[src/srint_pkg.sv]
// shared types and widths for the segment / ray intersection unit
// no dependencies
package srint_pkg;

  localparam int CoordW = 32;   // Q16.16 coordinate
  localparam int DiffW  = 33;   // difference of two coordinates
  localparam int ProdW  = 66;   // product of two differences
  localparam int WideW  = 67;   // den and the two numerators
  localparam int LoW    = 34;   // low slice of a split wide operand
  localparam int HiW    = WideW - LoW;
  localparam int NumW   = 101;  // signed coordinate numerator
  localparam int RemW   = 100;  // magnitude / remainder in the divider
  localparam int QuoW   = 33;   // quotient bits resolved by the cell chain

  // request moving down the divider chain
  typedef struct packed {
    logic                hit;
    logic [WideW-1:0]    den;
    logic [RemW-1:0]     rem_x;
    logic [RemW-1:0]     rem_y;
    logic [QuoW-1:0]     q_x;
    logic [QuoW-1:0]     q_y;
    logic                neg_x;
    logic                neg_y;
    logic                ovf_x;
    logic                ovf_y;
  } div_t;

endpackage

[src/srint_div_cell.sv]
// one restoring-division cell: resolves one quotient bit for both coordinates
// depends on srint_pkg
module srint_div_cell import srint_pkg::*; #(
  parameter int SHIFT = 0
) (
  input  logic clk,
  input  logic rst_n,
  input  logic en,
  input  logic in_v,
  input  div_t in_d,
  output logic out_v,
  output div_t out_d
);

  logic [RemW-1:0] dsh;
  logic            ge_x, ge_y;
  div_t            d_nxt;

  // compare and subtract shifted denominator
  always_comb begin
    dsh   = RemW'(in_d.den) << SHIFT;
    ge_x  = (in_d.rem_x >= dsh);
    ge_y  = (in_d.rem_y >= dsh);
    d_nxt = in_d;
    if (ge_x) begin
      d_nxt.rem_x = in_d.rem_x - dsh;
    end
    if (ge_y) begin
      d_nxt.rem_y = in_d.rem_y - dsh;
    end
    d_nxt.q_x[SHIFT] = ge_x;
    d_nxt.q_y[SHIFT] = ge_y;
  end

  always_ff @(posedge clk) begin
    if (en) begin
      out_d <= d_nxt;
    end
  end

  always_ff @(posedge clk) begin
    if (!rst_n) begin
      out_v <= 1'b0;
    end else if (en) begin
      out_v <= in_v;
    end
  end

endmodule

[config.mk]
export PLATFORM = sky130hd
export DESIGN_NAME = srint_div_cell
export DESIGN_NICKNAME = d
export VERILOG_FILES = /design/src/srint_pkg.sv /design/src/srint_div_cell.sv
export SDC_FILE = /design/constraint.sdc
export NUM_CORES = 1
export LEC_CHECK = 0
export BUFFER_PORTS_ARGS = -buffer_cell sky130_fd_sc_hd__buf_2
export CORE_AREA = 3 3 262 264
export CTS_CLUSTER_DIAMETER = 120
export DETAILED_ROUTE_END_ITERATION = 12
export DIE_AREA = 0 0 265 267
export GPL_ROUTABILITY_DRIVEN = 0
export SYNTH_ARGS = -nofsm -noshare
export SYNTH_HDL_FRONTEND = slang
export SYNTH_SLANG_ARGS = --single-unit
[constraint.sdc]
create_clock -name clk -period 8.3 [get_ports clk]
set_input_delay 1.245 -clock clk [delete_from_list [all_inputs] [get_ports clk]]
set_output_delay 1.245 -clock clk [all_outputs]
set_load 0.01 [all_outputs]
==> impl_metrics.csv <==
group,metric,value,unit
route,top_layer,"met5",
grt,grt_pass1_vias,19310,
logic_synthesis,seq_area_frac_synth,45.87,%
route,vias,20680,
timing,rsz0062_at_grt,"no",
timing,setup-violations-final,0,
logic_synthesis,synth_compound_area_share,18.26,%
outcome,outcome,"finished, final reports clean",
floorplan,initial_utilization,33.19,%
timing,hold_violations,0,
logic_synthesis,synth_area_leaders,"edfxtp_1, ha_1, a21oi_1, xnor2_1, o21ai_0",
route,vias_per_cell,5.354,
placed_design,io_buffers,678,
logic_synthesis,ys.flop_type,"edfxtp_1",
logic_synthesis,synth-simple-area-share,16.54,%
route,first_pass_iters,5,
timing,finalCritPeriodShare,70.20,%
route,ant_nets,0,
timing,max_slew_margin,33.40,%
cts,clk_path_buf_depth,3,
layout,nFillCells,6740,
timing,finalMaxSlewViolations,0,
logic_synthesis,ys_types,81,
layout,fin_nets,3427,
cts,cts_hold_buf,0,
floorplan,io_pins,681,
route,wirelength,89.90,mm
logic_synthesis,synth_xor_area_share,7.467,%
floorplan,chipHeight,267,um
route,routedWlPerCell,23.28,um
logic_synthesis,synthMuxAreaShare,0.2427,%
cts,worstSkewPairLatency,0.57,ns
cts,cts_resized,0,
timing,skew,0,ns
route,wl_met3,8.777,mm
floorplan,core_area,0.06680,mm^2
timing,min_period,5.827,ns
min_path,holdCritPathClass,"reg2reg",
logic_synthesis,yosysTopAreaCellShare,45.78,%
run,drv_cap,0,
critical_path,slowest_stage,"clkinv_2",
placed_design,dp_hpwl,74.30,mm
route,drc,0,
power_and_ir_drop,powerDensity,195.2,mW/mm^2
grt,grt_usage,23.99,%
logic_synthesis,ys_ff_latch,339,
floorplan,die-area,0.07076,mm^2
critical_path,max_stage_delay,0.72,ns
power_and_ir_drop,peakVddDrop,161.8,uV
critical_path,cp.required,8.60,ns
layout,post_route_cells_drive_above_1_share,26.11,%
timing,setup_ws,2.473,ns
critical_path,crit_type,"in2reg",
cts,cts_sinks,339,
cts,clk_pin_slew,0.06,ns
cts,cts_made_buffers,41,
logic_synthesis,synth_nets,2798,
floorplan,fp.dieW,265,um
logic_synthesis,synth_edf_count,338,
logic_synthesis,synth_area,0.02217,mm^2
critical_path,crit_family,"compound AO/OA/AOI/OAI gates",
placed_design,place_worst_setup_slack,1.944,ns
cts,cts_setup_buffers,0,
logic_synthesis,syn_inst,2320,
cts,clock_tree.root_cell,"clkbuf_16",
cts,cts_tree,"built",
floorplan,fp-row-count,95,
logic_synthesis,synth_top_family_by_area,"compound AO/OA/AOI/OAI gates",
grt,grt_overflow,0,
logic_synthesis,syn_area_per_cell,9.556,um^2
timing,worst_pin_slew,0.9738,ns
grt,grt_max_degree,150,
power_and_ir_drop,leakage,11.42,nW
grt,antenna_found_initial,21,
route,dr.first_iter.drc_count,2046,
cts,cts_htree_levels,2,
critical_path,path_cells,"buf_2, inv_1, ha_1, o211ai_1, a21oi_1, o21bai_1, o21ai_1, a41oi_1, o21bai_1, buf_4, a31oi_1, o21a_4, clkinv_2, buf_4, nor2_1, a21oi_1",
critical_path,worst-path-buf-inv,5,
logic_synthesis,synth_adder_area_share,7.744,%
critical_path,crit_fanout,56,
critical_path,critPathCaptureType,"flip-flop",
timing,setup_tns,0,ns
logic_synthesis,async_flop_share,0,%
logic_synthesis,ys_warn_count,0,
timing,fmax,0.1716,GHz
route,wl_met1,36.16,mm
critical_path,crit_arrival,6.13,ns
route,met2_length,41.46,mm
critical_path,crit_path_start_kind,"primary input",
layout,areaGrowthSynthToFinish,25.03,%
logic_synthesis,yosysTopAreaCell,"edfxtp_1",
grt,grt_pass1_wl,125.7,mm
cells by family after synthesis:
family	Yosys count
and+or+nand+nor	761
AOI/OAI and AO/OA	671
DFF	339
buffers and inverters	219
xor gates and xnor gates	189
adders and majority gates	136
muxes	5
metal layers:
metal	global-route usage, %	vias up
met5	0	-
met4	8.821	16
met3	7.135	125
met2	39.41	985
met1	29.94	9672
li1	-	9880
cells in the final DEF (no fill, tap or decap), types with 15 or more instances in the layout:
| cell type | netlist | routed |
|---|---|---|
| xor2_1 | 76 | 76 |
| xnor2_1 | 113 | 113 |
| o21bai_1 | 42 | 42 |
| a21oi_1 | 251 | 251 |
| clkbuf_16 | 0 | 43 |
| nor3_1 | 57 | 57 |
| a31oi_1 | 16 | 16 |
| ha_1 | 134 | 134 |
| nor4_1 | 30 | 30 |
| nand4_1 | 70 | 70 |
| o21ai_0 | 181 | 181 |
| nor2_1 | 184 | 184 |
| buf_2 | 22 | 677 |
| nand3_1 | 55 | 55 |
| inv_1 | 116 | 116 |
| or3_1 | 23 | 23 |
| nand2b_1 | 17 | 17 |
| nor2b_1 | 15 | 15 |
| edfxtp_1 | 338 | 338 |
| a21o_1 | 50 | 50 |
| nand2_1 | 239 | 239 |
per-stage QoR:
stage	area (um^2)	util, %	hold slack [ns]	power, mW	std cells
floorplan	22170	-	0.5383	2.974	2320
global placement	26350	39.45	0.4912	3.597	3779
detailed placement	26350	39.45	0.5003	3.602	3779
CTS	27690	41.46	0.5138	5.452	3853
global route	27700	41.46	0.5399	5.651	3855
finish	27720	41.49	0.5153	5.411	3862
cell usage after synthesis (all sizes together) (17+ instances only):
| cell type | n |
|---|---|
| nor2 | 184 |
| xnor2 | 113 |
| ha | 134 |
| clkbuf | 76 |
| a21oi | 252 |
| o21ai | 184 |
| nand3 | 55 |
| xor2 | 76 |
| nand4 | 70 |
| edfxtp | 338 |
| inv | 117 |
| nor3 | 58 |
| o21bai | 42 |
| nand2 | 239 |
| nand2b | 17 |
| nor4 | 32 |
| a21o | 50 |
| buf | 26 |
| or3 | 23 |
state kept, by name (all words and copies together), names as in the netlist:
| name | count |
|---|---|
| out_v | 1 |
| out_d | 338 |
cell type report:
cell class / count / area, um^2 / area share (%)
Inverter: 117 / 440.4 / 1.589
Multi-Input combinational cell: 1762 / 11150 / 40.22
Clock inverter: 25 / 241.5 / 0.8713
Timing Repair Buffer: 688 / 3503 / 12.64
Clock buffer: 49 / 1099 / 3.964
Sequential cell: 339 / 10170 / 36.69
Antenna cell: 9 / 22.52 / 0.08126
Tap cell: 873 / 1092 / 3.941
final timing paths:
check	depth (start not counted)	slack (ns)	startpoint	endpoint
max reg2reg	2	7.70	out_v	out_v
min	2	0.52	out_v	out_v
min reg2reg	2	0.52	out_v	out_v
max	16	2.47	in_d[273]	out_d[86]
report_power, final:
group	switching, mW	leakage, nW	internal, mW
Combinational	0.885	7.45	0.514
Sequential	0.0505	3.32	2.13
Clock	0.757	0.654	1.07
worst min-delay path, delay by kind of cell, from the launching register on:
kind	cells	cell delay (ns)
mux	1	0.07
simple gates	1	0.10
flops	1	0.32
Power figures use the tool's default switching activity.
